[config.mk]
export PLATFORM = sky130hd
export DESIGN_NAME = packed_yuv_to_xbgr_pixels
export DESIGN_NICKNAME = d
export VERILOG_FILES = /design/src/pyx_pkg.sv /design/src/pyx_front.sv /design/src/pyx_queue.sv /design/src/pyx_back.sv /design/src/packed_yuv_to_xbgr_pixels.sv
export SDC_FILE = /design/constraint.sdc
export NUM_CORES = 2
export LEC_CHECK = 0
export ABC_AREA = 1
export CAP_MARGIN = 20
export CORE_MARGIN = 3
export CORE_UTILIZATION = 45
export DETAILED_ROUTE_END_ITERATION = 7
export DONT_BUFFER_PORTS = 1
export GPL_ROUTABILITY_DRIVEN = 1
export GPL_TIMING_DRIVEN = 1
export PLACE_DENSITY = 0.64
export SLEW_MARGIN = 25
export SYNTH_ARGS = -nofsm -noshare
export SYNTH_HDL_FRONTEND = slang
export SYNTH_HIERARCHICAL = 1
export SYNTH_SLANG_ARGS = --single-unit
[constraint.sdc]
create_clock -name clk -period 6.5 [get_ports clk]
set_clock_uncertainty 0.1 [all_clocks]
set_input_delay 0.65 -clock clk [delete_from_list [all_inputs] [get_ports clk]]
set_output_delay 0.65 -clock clk [all_outputs]
set_load 0.05 [all_outputs]
[src/pyx_pkg.sv]
// Shared types, register codes and matrix constants for the packed YUV to XBGR converter.
// Depends on nothing; every other file but the macros header refers to it by scoped names.
package pyx_pkg;

	localparam int COEF_FRACTION_BITS_DEF = 15;
	localparam int QUEUE_DEPTH_DEF = 4;

	localparam int CFG_W = 2;
	localparam int CFG_INDEX_W = 2;

	localparam logic [CFG_INDEX_W-1:0] REG_MATRIX_STANDARD = 2'd0;
	localparam logic [CFG_INDEX_W-1:0] REG_INPUT_PACKING = 2'd1;

	localparam logic [CFG_W-1:0] STD_FULL = 2'd0;
	localparam logic [CFG_W-1:0] STD_SDTV = 2'd1;
	localparam logic [CFG_W-1:0] STD_HDTV = 2'd2;

	localparam logic [CFG_W-1:0] PACK_YUY2 = 2'd0;
	localparam logic [CFG_W-1:0] PACK_UYVY = 2'd1;
	localparam logic [CFG_W-1:0] PACK_AYUV = 2'd2;

	localparam logic [CFG_W-1:0] MATRIX_STANDARD_RST = STD_SDTV;
	localparam logic [CFG_W-1:0] INPUT_PACKING_RST = PACK_YUY2;

	// Columns of the matrix table: Y offset, then coefficients in thousandths.
	localparam int COL_YOFF = 0;
	localparam int COL_Y = 1;
	localparam int COL_RV = 2;
	localparam int COL_GU = 3;
	localparam int COL_GV = 4;
	localparam int COL_BU = 5;

	localparam int MAT_MILLI [3][6] = '{
		'{0, 1000, 1400, -343, -711, 1765},
		'{16, 1164, 1596, -391, -813, 2018},
		'{16, 1164, 1793, -213, -533, 2112}
	};

	typedef struct packed {
		logic [CFG_W-1:0] matrix_standard;
		logic [CFG_W-1:0] input_packing;
	} cfg_t;

	typedef struct packed {
		logic [7:0] byte_0;
		logic [7:0] byte_1;
		logic [7:0] byte_2;
		logic [7:0] byte_3;
		logic       last_in_frame;
	} in_item_t;

	typedef struct packed {
		logic [7:0] blue;
		logic [7:0] green;
		logic [7:0] red;
		logic [7:0] alpha;
		logic       last_of_word;
		logic       frame_end;
	} out_item_t;

	typedef struct packed {
		logic [7:0] y;
		logic [7:0] u;
		logic [7:0] v;
		logic       last_of_word;
		logic       frame_end;
	} pix_job_t;

	// Coefficient in thousandths scaled by 2^fb, rounded half away from zero.
	// Only called with constants, at elaboration.
	function automatic longint coef_scaled(input int milli, input int fb);
		longint mag;
		longint q;
		mag = (milli < 0) ? -longint'(milli) : longint'(milli);
		q = ((mag << fb) + 64'sd500) / 64'sd1000;
		return (milli < 0) ? -q : q;
	endfunction

endpackage

[src/pyx_front.sv]
// Front end: accepts packed words and splits each one into one or two pixel jobs.
// Depends on pyx_pkg; feeds pyx_queue.
module pyx_front (
	input  logic             clk,
	input  logic             arst_n,
	input  pyx_pkg::cfg_t    cfg,
	input  logic             in_valid,
	output logic             in_ready,
	input  pyx_pkg::in_item_t in_data,
	input  logic             q_full,
	output logic             push,
	output pyx_pkg::pix_job_t job
);

	pyx_pkg::in_item_t word_q;
	logic word_valid_q;
	logic second_q;
	logic done;

	always_comb begin
		job = '0;
		case (cfg.input_packing)
			pyx_pkg::PACK_AYUV: begin
				job.y = word_q.byte_2;
				job.u = word_q.byte_1;
				job.v = word_q.byte_0;
				job.last_of_word = 1'b1;
				job.frame_end = word_q.last_in_frame;
			end
			pyx_pkg::PACK_UYVY: begin
				job.y = second_q ? word_q.byte_3 : word_q.byte_1;
				job.u = word_q.byte_0;
				job.v = word_q.byte_2;
				job.last_of_word = second_q;
				job.frame_end = second_q & word_q.last_in_frame;
			end
			default: begin
				job.y = second_q ? word_q.byte_2 : word_q.byte_0;
				job.u = word_q.byte_1;
				job.v = word_q.byte_3;
				job.last_of_word = second_q;
				job.frame_end = second_q & word_q.last_in_frame;
			end
		endcase
	end

	assign push = word_valid_q & ~q_full;
	assign done = push & job.last_of_word;
	assign in_ready = ~word_valid_q | done;

	always_ff @(posedge clk or negedge arst_n) begin
		if (!arst_n) begin
			word_valid_q <= 1'b0;
			second_q <= 1'b0;
		end else if (in_valid && in_ready) begin
			word_valid_q <= 1'b1;
			second_q <= 1'b0;
		end else if (done) begin
			word_valid_q <= 1'b0;
			second_q <= 1'b0;
		end else if (push) begin
			second_q <= 1'b1;
		end
	end

	always_ff @(posedge clk) begin
		if (in_valid && in_ready) begin
			word_q <= in_data;
		end
	end

endmodule

[src/pyx_queue.sv]
// Short queue of pixel jobs between the front end and the matrix pipeline.
// Depends on pyx_pkg.
module pyx_queue #(
	parameter int DEPTH = pyx_pkg::QUEUE_DEPTH_DEF
) (
	input  logic              clk,
	input  logic              arst_n,
	input  logic              push,
	input  pyx_pkg::pix_job_t push_job,
	input  logic              pop,
	output logic              full,
	output logic              empty,
	output pyx_pkg::pix_job_t head
);

	localparam int PTR_W = (DEPTH > 1) ? $clog2(DEPTH) : 1;
	localparam int CNT_W = $clog2(DEPTH + 1);
	localparam logic [PTR_W-1:0] PTR_LAST = PTR_W'(DEPTH - 1);

	pyx_pkg::pix_job_t entries_q [DEPTH];
	logic [PTR_W-1:0] wr_ptr_q;
	logic [PTR_W-1:0] rd_ptr_q;
	logic [CNT_W-1:0] count_q;
	logic do_push;
	logic do_pop;

	assign full = (count_q == CNT_W'(DEPTH));
	assign empty = (count_q == '0);
	assign do_push = push & ~full;
	assign do_pop = pop & ~empty;
	assign head = entries_q[rd_ptr_q];

	always_ff @(posedge clk or negedge arst_n) begin
		if (!arst_n) begin
			wr_ptr_q <= '0;
			rd_ptr_q <= '0;
			count_q <= '0;
		end else begin
			if (do_push) begin
				wr_ptr_q <= (wr_ptr_q == PTR_LAST) ? '0 : wr_ptr_q + 1'b1;
			end
			if (do_pop) begin
				rd_ptr_q <= (rd_ptr_q == PTR_LAST) ? '0 : rd_ptr_q + 1'b1;
			end
			case ({do_push, do_pop})
				2'b10: count_q <= count_q + 1'b1;
				2'b01: count_q <= count_q - 1'b1;
				default: count_q <= count_q;
			endcase
		end
	end

	always_ff @(posedge clk) begin
		if (do_push) begin
			entries_q[wr_ptr_q] <= push_job;
		end
	end

endmodule

[src/pyx_back.sv]
// Back end: two-stage YUV to RGB matrix, rounding and clamping; one pixel per cycle unless stalled.
// Depends on pyx_pkg; drains pyx_queue and drives the result port.
module pyx_back #(
	parameter int COEF_FRACTION_BITS = pyx_pkg::COEF_FRACTION_BITS_DEF
) (
	input  logic               clk,
	input  logic               arst_n,
	input  pyx_pkg::cfg_t      cfg,
	input  logic               q_empty,
	input  pyx_pkg::pix_job_t  head,
	output logic               pop,
	output logic               out_valid,
	input  logic               out_ready,
	output pyx_pkg::out_item_t out_data
);

	localparam int FB = COEF_FRACTION_BITS;
	localparam int COEF_W = FB + 3;
	localparam int PW = COEF_W + 10;
	localparam int SW = PW + 2;
	localparam logic signed [SW-1:0] RND = SW'(1) << (FB - 1);

	typedef struct packed {
		logic [4:0]               yoff;
		logic signed [COEF_W-1:0] y;
		logic signed [COEF_W-1:0] rv;
		logic signed [COEF_W-1:0] gu;
		logic signed [COEF_W-1:0] gv;
		logic signed [COEF_W-1:0] bu;
	} coef_set_t;

	function automatic coef_set_t make_set(input int s);
		coef_set_t c;
		c.yoff = 5'(pyx_pkg::MAT_MILLI[s][pyx_pkg::COL_YOFF]);
		c.y = COEF_W'(pyx_pkg::coef_scaled(pyx_pkg::MAT_MILLI[s][pyx_pkg::COL_Y], FB));
		c.rv = COEF_W'(pyx_pkg::coef_scaled(pyx_pkg::MAT_MILLI[s][pyx_pkg::COL_RV], FB));
		c.gu = COEF_W'(pyx_pkg::coef_scaled(pyx_pkg::MAT_MILLI[s][pyx_pkg::COL_GU], FB));
		c.gv = COEF_W'(pyx_pkg::coef_scaled(pyx_pkg::MAT_MILLI[s][pyx_pkg::COL_GV], FB));
		c.bu = COEF_W'(pyx_pkg::coef_scaled(pyx_pkg::MAT_MILLI[s][pyx_pkg::COL_BU], FB));
		return c;
	endfunction

	function automatic logic [7:0] clamp8(input logic signed [SW-1:0] t);
		logic signed [SW-1:0] sh;
		sh = t >>> FB;
		if (t[SW-1]) begin
			return 8'h00;
		end else if (sh > $signed(SW'(255))) begin
			return 8'hFF;
		end else begin
			return sh[7:0];
		end
	endfunction

	localparam coef_set_t SET_FULL = make_set(0);
	localparam coef_set_t SET_SDTV = make_set(1);
	localparam coef_set_t SET_HDTV = make_set(2);

	coef_set_t cs;
	logic en;
	logic signed [9:0] yd;
	logic signed [8:0] ud;
	logic signed [8:0] vd;

	logic valid_s1;
	logic signed [PW-1:0] ty_s1;
	logic signed [PW-1:0] rv_s1;
	logic signed [PW-1:0] gu_s1;
	logic signed [PW-1:0] gv_s1;
	logic signed [PW-1:0] bu_s1;
	logic last_of_word_s1;
	logic frame_end_s1;

	logic signed [SW-1:0] sum_r;
	logic signed [SW-1:0] sum_g;
	logic signed [SW-1:0] sum_b;

	logic valid_s2;
	pyx_pkg::out_item_t data_s2;

	always_comb begin
		case (cfg.matrix_standard)
			pyx_pkg::STD_FULL: cs = SET_FULL;
			pyx_pkg::STD_HDTV: cs = SET_HDTV;
			default: cs = SET_SDTV;
		endcase
	end

	assign en = ~valid_s2 | out_ready;
	assign pop = en & ~q_empty;

	assign yd = $signed({2'b00, head.y}) - $signed({5'b00000, cs.yoff});
	assign ud = $signed({1'b0, head.u}) - 9'sd128;
	assign vd = $signed({1'b0, head.v}) - 9'sd128;

	always_ff @(posedge clk) begin
		if (en) begin
			ty_s1 <= PW'(cs.y) * PW'(yd);
			rv_s1 <= PW'(cs.rv) * PW'(vd);
			gu_s1 <= PW'(cs.gu) * PW'(ud);
			gv_s1 <= PW'(cs.gv) * PW'(vd);
			bu_s1 <= PW'(cs.bu) * PW'(ud);
			last_of_word_s1 <= head.last_of_word;
			frame_end_s1 <= head.frame_end;
		end
	end

	assign sum_r = SW'(ty_s1) + SW'(rv_s1) + RND;
	assign sum_g = SW'(ty_s1) + SW'(gu_s1) + SW'(gv_s1) + RND;
	assign sum_b = SW'(ty_s1) + SW'(bu_s1) + RND;

	always_ff @(posedge clk) begin
		if (en) begin
			data_s2.blue <= clamp8(sum_b);
			data_s2.green <= clamp8(sum_g);
			data_s2.red <= clamp8(sum_r);
			data_s2.alpha <= 8'hFF;
			data_s2.last_of_word <= last_of_word_s1;
			data_s2.frame_end <= frame_end_s1;
		end
	end

	always_ff @(posedge clk or negedge arst_n) begin
		if (!arst_n) begin
			valid_s1 <= 1'b0;
			valid_s2 <= 1'b0;
		end else if (en) begin
			valid_s1 <= ~q_empty;
			valid_s2 <= valid_s1;
		end
	end

	assign out_valid = valid_s2;
	assign out_data = data_s2;

endmodule

[src/packed_yuv_to_xbgr_pixels.sv]
// Top level of the packed YUV to XBGR pixel converter: registers, front end, queue, back end.
// Depends on pyx_pkg, pyx_front, pyx_queue and pyx_back.
//
// Port group   Direction  Handshake           Beat
// in_*         input      in_valid/in_ready   one packed 4-byte YUV word
// out_*        output     out_valid/out_ready one B,G,R,A pixel
// cfg_*        input      cfg_wr_en only      one register write
//
// A YUY2 or UYVY word yields two pixel jobs at the front end, an AYUV word one.
// The back end delivers one pixel per cycle; the result port sets the rate.
// A pixel passes the front-end word register, a queue entry and the back-end product and pixel registers.
// A stalled result port fills the job queue, and then the front end stops taking words.
// Reset empties the pipeline and loads the SDTV matrix and YUY2 packing.
module packed_yuv_to_xbgr_pixels #(
	parameter int COEF_FRACTION_BITS = pyx_pkg::COEF_FRACTION_BITS_DEF,
	parameter int QUEUE_DEPTH = pyx_pkg::QUEUE_DEPTH_DEF
) (
	input  logic                              clk,
	input  logic                              arst_n,
	input  logic                              in_valid,
	output logic                              in_ready,
	input  pyx_pkg::in_item_t                 in_data,
	output logic                              out_valid,
	input  logic                              out_ready,
	output pyx_pkg::out_item_t                out_data,
	input  logic                              cfg_wr_en,
	input  logic [pyx_pkg::CFG_INDEX_W-1:0]   cfg_index,
	input  logic [pyx_pkg::CFG_W-1:0]         cfg_wdata
);

	pyx_pkg::cfg_t cfg_q;
	logic q_full;
	logic q_empty;
	logic push;
	logic pop;
	pyx_pkg::pix_job_t push_job;
	pyx_pkg::pix_job_t head;

	always_ff @(posedge clk or negedge arst_n) begin
		if (!arst_n) begin
			cfg_q.matrix_standard <= pyx_pkg::MATRIX_STANDARD_RST;
			cfg_q.input_packing <= pyx_pkg::INPUT_PACKING_RST;
		end else if (cfg_wr_en) begin
			case (cfg_index)
				pyx_pkg::REG_MATRIX_STANDARD: cfg_q.matrix_standard <= cfg_wdata;
				pyx_pkg::REG_INPUT_PACKING: cfg_q.input_packing <= cfg_wdata;
				default: cfg_q <= cfg_q;
			endcase
		end
	end

	pyx_front u_front (
		.clk      (clk),
		.arst_n   (arst_n),
		.cfg      (cfg_q),
		.in_valid (in_valid),
		.in_ready (in_ready),
		.in_data  (in_data),
		.q_full   (q_full),
		.push     (push),
		.job      (push_job)
	);

	pyx_queue #(
		.DEPTH (QUEUE_DEPTH)
	) u_queue (
		.clk      (clk),
		.arst_n   (arst_n),
		.push     (push),
		.push_job (push_job),
		.pop      (pop),
		.full     (q_full),
		.empty    (q_empty),
		.head     (head)
	);

	pyx_back #(
		.COEF_FRACTION_BITS (COEF_FRACTION_BITS)
	) u_back (
		.clk       (clk),
		.arst_n    (arst_n),
		.cfg       (cfg_q),
		.q_empty   (q_empty),
		.head      (head),
		.pop       (pop),
		.out_valid (out_valid),
		.out_ready (out_ready),
		.out_data  (out_data)
	);

endmodule

# Word level (Yosys, flattened, before mapping)
# Memory sizes are Yosys's and may differ from the RTL's.
# Index checks and enable logic that the tools add are counted.
# totals
register_bits	212
mem_bits_rw	104
input_bits	42
out_inout_bits	36
wordCells	96
memories	1
# classes
addsub	14
mul	5
order_cmp	3
n_eq_ne	9
muxes	17
bitwise	12
n_reduce_logical	9
# mem_list
name	words	width	read_ports	rd_clocked_by_memory_dff	wr	line_no	rtl
u_queue.entries_q	4	26	1	0	1	pyx_queue.sv:20	pyx_pkg::pix_job_t entries_q [DEPTH];
# ops
op	n
one-hot mux 95 bit (2 select lines)	1
multiplier 18 x 9 -> 27 bit	5
adder 28 x 27 -> 29 bit	3
adder 29 x 16 -> 30 bit, second input constant	2
one-hot mux 26 bit (2 select lines)	1
> comparator 15 x 9 -> 1 bit, second input constant	3
two-way mux 8 bit	5
adder 29 x 27 -> 30 bit	1
adder 30 x 16 -> 30 bit, second input constant	1
subtractor 8 x 8 -> 9 bit, second input constant	2
equality test 2 bit, second input constant	5
subtractor 8 x 5 -> 9 bit	1
two-way mux 1 bit	7
AND 1 bit	6
equality test 2 x 1 -> 1 bit, second input constant	3
one-hot mux 3 bit (2 select lines)	1
adder 2 x 1 -> 2 bit, second input constant	2
logical NOT 2 bit	2
two-way mux 2 bit	2
inverter 1 bit	4
AND reduction 2 bit	2
nonzero test 2 bit	2
adder 3 x 1 -> 3 bit, second input constant	1
equality test 3 bit, second input constant	1
5 further kinds	6

# Longest topological paths before layout
# depth
depth_word	7
depth_mapped	34
ltp_nobuf	32

# Cells and area by module
# Netlist, hierarchy kept.
# modules_own_cells
mod	n_inst	cells_each	area_per_inst_um2	seq_area_each_um2
pyx_back	1	3501	30879.6	4854.7
pyx_queue	1	364	4705.8	3298.2
pyx_front	1	172	1808.0	1041.0
packed_yuv_to_xbgr_pixels	1	20	172.7	101.3

# Least setup slack after synthesis
# No wires, ideal clock.
# synth_path
kind	flip-flop to flip-flop
start	register cfg_q[2] (netlist bit)
end	register u_back.ty_s1[19] (data pin)
setup_time_ns	0.258
arrival_time_ns	6.199
required_time_ns	6.142
slack_ns	-0.057
path_stages_with_launch	27
path_buffers	3
synth_period_minus_slack_ns	6.557
cell_sequence	dfstp_2 > buf_2 > nor2_2 > inv_1 > clkbuf_1 > clkbuf_1 > ha_1 > ha_1 > nor2_1 > inv_1 > fa_1 > fa_1 > fa_1 > inv_1 > fa_1 > inv_1 > fa_1 > inv_1 > ha_1 > nand3_1 > nand3_1 > a21oi_1 > o21ai_1 > a21boi_0 > inv_1 > a21oi_1 > xnor2_1
# synth_between
elab_chain_len	4
word_cells_on_any_way	5
cone_classes	1 x add/sub; 1 x mul; 1 x eq/ne; 1 x mux; 1 x reduce/logical
# synth_rtl
item	line_no	rtl
start, declared	packed_yuv_to_xbgr_pixels.sv:31	pyx_pkg::cfg_t cfg_q;
start signal, assigned	packed_yuv_to_xbgr_pixels.sv:47	default: cfg_q <= cfg_q;
equality test 2 bit / logical NOT 2 bit (equally long branches)	pyx_back.sv:82	case (cfg.matrix_standard)
one-hot mux 95 bit (2 select lines) *	pyx_back.sv:82	
subtractor 8 x 5 -> 9 bit	pyx_back.sv:92	assign yd = $signed({2'b00, head.y}) - $signed({5'b00000, cs.yoff});
multiplier 18 x 9 -> 27 bit *	pyx_back.sv:98	ty_s1 <= PW'(cs.y) * PW'(yd);
end signal, assigned	pyx_back.sv:98	
end, declared	pyx_back.sv:66	logic signed [PW-1:0] ty_s1;
# Mark *: on every way between the ends. The rest lies on a longest branch, timed or not.
# A chain may end at the register's enable or synchronous reset.

==> impl_metrics.json <==
{
  "status": "completed",
  "worstPathArrival_ns": 6.43,
  "hp-class": "in2reg",
  "grt_pass1_wl_um": 154200,
  "critPathMaxStageDelay_ns": 0.65,
  "core_sq_um": 82370,
  "dpl-instance-area_sq_um": 39510,
  "critPathRequiredTime_ns": 6.71,
  "synthMuxAreaShare": 0,
  "cts_tree": "done",
  "drv_cap": 0,
  "yosysTopAreaCell": "edfxtp_1",
  "seqCellArea_sq_um": 9299,
  "multiInputGateArea_sq_um": 24660,
  "crit_family": "adder cells",
  "ant_nets": 0,
  "worst_pin_slew_ns": 0.9368,
  "period_minus_slack_ns": 6.218,
  "syn-cell-area_sq_um": 37570,
  "grt_overflow": 0,
  "stdcell_count": 5271,
  "path_cells": "buf_6 -> o211ai_2 -> nand2_1 -> inv_1 -> nor2_1 -> fa_1 -> fa_1 -> ha_1 -> inv_1 -> fa_1 -> inv_1 -> ha_1 -> ha_1 -> fa_1 -> a31oi_1 -> o21bai_1 -> a21boi_1 -> o21ai_0 -> xor2_1",
  "cts_root_buf": "clkbuf_16",
  "ys_ff_latch": 312,
  "synth_most_common_cell": "inv_1",
  "grt_max_degree": 156,
  "finalInstanceArea_sq_um": 40890,
  "row_count": 105,
  "gp_congestion": 0.9830,
  "relSlewSlack": 0.3741,
  "vias": 27087,
  "crit_fanout": 15,
  "dp_hpwl_um": 82880,
  "start_kind": "register",
  "initial_core_util": 0.4560,
  "worst-path-buf-inv": 4,
  "utilization": 0.4964,
  "cts.clk_slew.worst_paths_ns": 0.06,
  "drive_above_1_share": 0.06856,
  "maxSlewViolCount": 0,
  "dp.cells": 5198,
  "timing.final.crit_share": 0.9566,
  "grt.total_usage": 0.2308,
  "yosysSeqAreaShare": 0.2474,
  "first_pass_iters": 7,
  "synth_compound_area_frac": 0.06835,
  "io_buffer_count": 0,
  "finalSetupViolCount": 0,
  "synthTopCellsByArea": "edfxtp_1 (24%), fa_1 (23%), ha_1 (18%)",
  "critPathSlowestCell": "nor2_1",
  "cts_buffers": 39,
  "worst_setup_path_end_kind": "register",
  "finalHoldViolations": 0,
  "num_io_pins": 78,
  "synth_top_flop_cell": "edfxtp_1",
  "grt_pass1_vias": 27244,
  "die-area_sq_um": 86980,
  "synthArstFlopShare": 0.04808,
  "crit_type": "reg2reg",
  "nets": 5190,
  "synth_warnings": 6,
  "synth_top_family_by_area": "adder cells",
  "n_antenna_cell": 0,
  "viasPerCell": 5.139,
  "synth.distinct_cells": 59,
  "avgSynthCellArea_sq_um": 9.260,
  "synth_edf_count": 297,
  "fill_cells": 7660,
  "ys_top_cells_by_count": "inv_1 (883), nand2_1 (750), ha_1 (543), fa_1 (434), edfxtp_1 (297)",
  "clk_path_buf_depth": 3,
  "wire_per_inst_um": 18.48,
  "syn_inst": 4057,
  "die_y_um": 294.9,
  "drtIter0Drc": 2005,
  "cp_common_cell": "fa_1",
  "synthAdderAreaFrac": 0.4121,
  "drc": 0,
  "fmax_mhz": 160.8,
  "synth-simple-area-share": 0.1444,
  "synth.top_cell.area_share": 0.2374,
  "final.setup.tns_ns": 0,
  "htree_num_levels": 2,
  "clkSinkCount": 312,
  "die_w_um": 294.9,
  "finalWirelength_um": 97430,
  "synthXorXnorAreaFrac": 0.02934,
  "clock_latency_ns": 0.57,
  "areaGrowthSynthToFinish_pct": 8.843,
  "antenna_found_initial": 1
}
final timing paths:
kind	start	endpoint	slack, ns	cells after the start
setup / recovery	u_queue/rd_ptr_q[0]	u_back/rv_s1[21]	0.28	19
hold / removal	in_data[27]	u_front/word_q[27]	0.07	0
setup reg to reg	u_queue/rd_ptr_q[0]	u_back/rv_s1[21]	0.28	19
hold reg to reg	u_back/last_of_word_s1	u_back/out_data[1]	0.32	0
max in group asynchronous	arst_n	u_queue/rd_ptr_q[0]	5.27	1
min in group asynchronous	arst_n	u_queue/wr_ptr_q[0]	0.51	1
state kept, by name, indices dropped and copies added, names as in the netlist, 2 cells and up:
signal / flops
cfg_q: 4
u_back/bu_s1: 26
u_back/gu_s1: 27
u_back/gv_s1: 27
u_back/out_data: 26
u_back/rv_s1: 26
u_back/ty_s1: 26
u_front/word_q: 33
u_queue/count_q: 3
u_queue/entries_q: 104
u_queue/rd_ptr_q: 2
u_queue/wr_ptr_q: 2
worst reg2reg max path, stage by stage, from the launching register on:
cell and delay (ns):
dfrtp_4 0.54, buf_6 0.21, o211ai_2 0.11, nand2_1 0.20
inv_1 0.09, nor2_1 0.65, fa_1 0.57, fa_1 0.49
ha_1 0.30, inv_1 0.05, fa_1 0.48, inv_1 0.04
ha_1 0.27, ha_1 0.27, fa_1 0.54, a31oi_1 0.35
o21bai_1 0.20, a21boi_1 0.24, o21ai_0 0.13, xor2_1 0.16
layout make-up:
type | count | area share
multi-input cells | 2807 | 0.6030
flip-flops and latches | 312 | 0.2274
inverters | 897 | 0.08256
well taps | 1070 | 0.03274
clock buffers | 46 | 0.02451
repair buffers | 114 | 0.02179
clock inverters | 25 | 0.007956
cells in the final DEF, fill, tap and decap left out, types with 62 or more instances in the layout:
cell      synthesis  routed
nor2_1          282     272
nand3_1         122     122
fa_1            434     433
xor2_1           79      79
ha_1            543     543
o21ai_0          62      62
a21oi_1         171     169
buf_4            10     109
nand2_1         750     749
edfxtp_1        297     297
inv_1           883     882
per-stage QoR:
step,hold slack (ns),setup slack (ns)
after global placement,0.2548,0.2204
after CTS,0.03710,0.1227
after floorplan,0.2544,0.05597
after global routing,0.04158,-0.007546
final,0.06876,0.2820
after detailed placement,0.2548,0.1147
repair_timing:
item / CTS / global route
hold endpoints to repair: 15 / 0
resized for setup: 0 / 12
setup buffers: 0 / 1
endpoints found under the setup margin: 0 / 26
hold buffers: 1 / 0
kinds of logic after synthesis:
family	count (synthesis)
buffers and inverters	945
AO/OA/AOI/OAI	407
other	2
AND/OR/NAND/NOR	1289
XOR/XNOR	125
flip-flops	312
adder cells (fa/ha/maj)	977
layer usage:
metal,wire (um),global-route usage
met5,13,0
met4,1991,0.04686
met3,5847,0.03508
met2,45550,0.3849
met1,44030,0.3213
Power is not shown: default switching activity piles up to over one toggle a cycle in this logic, so the estimate is an artifact.
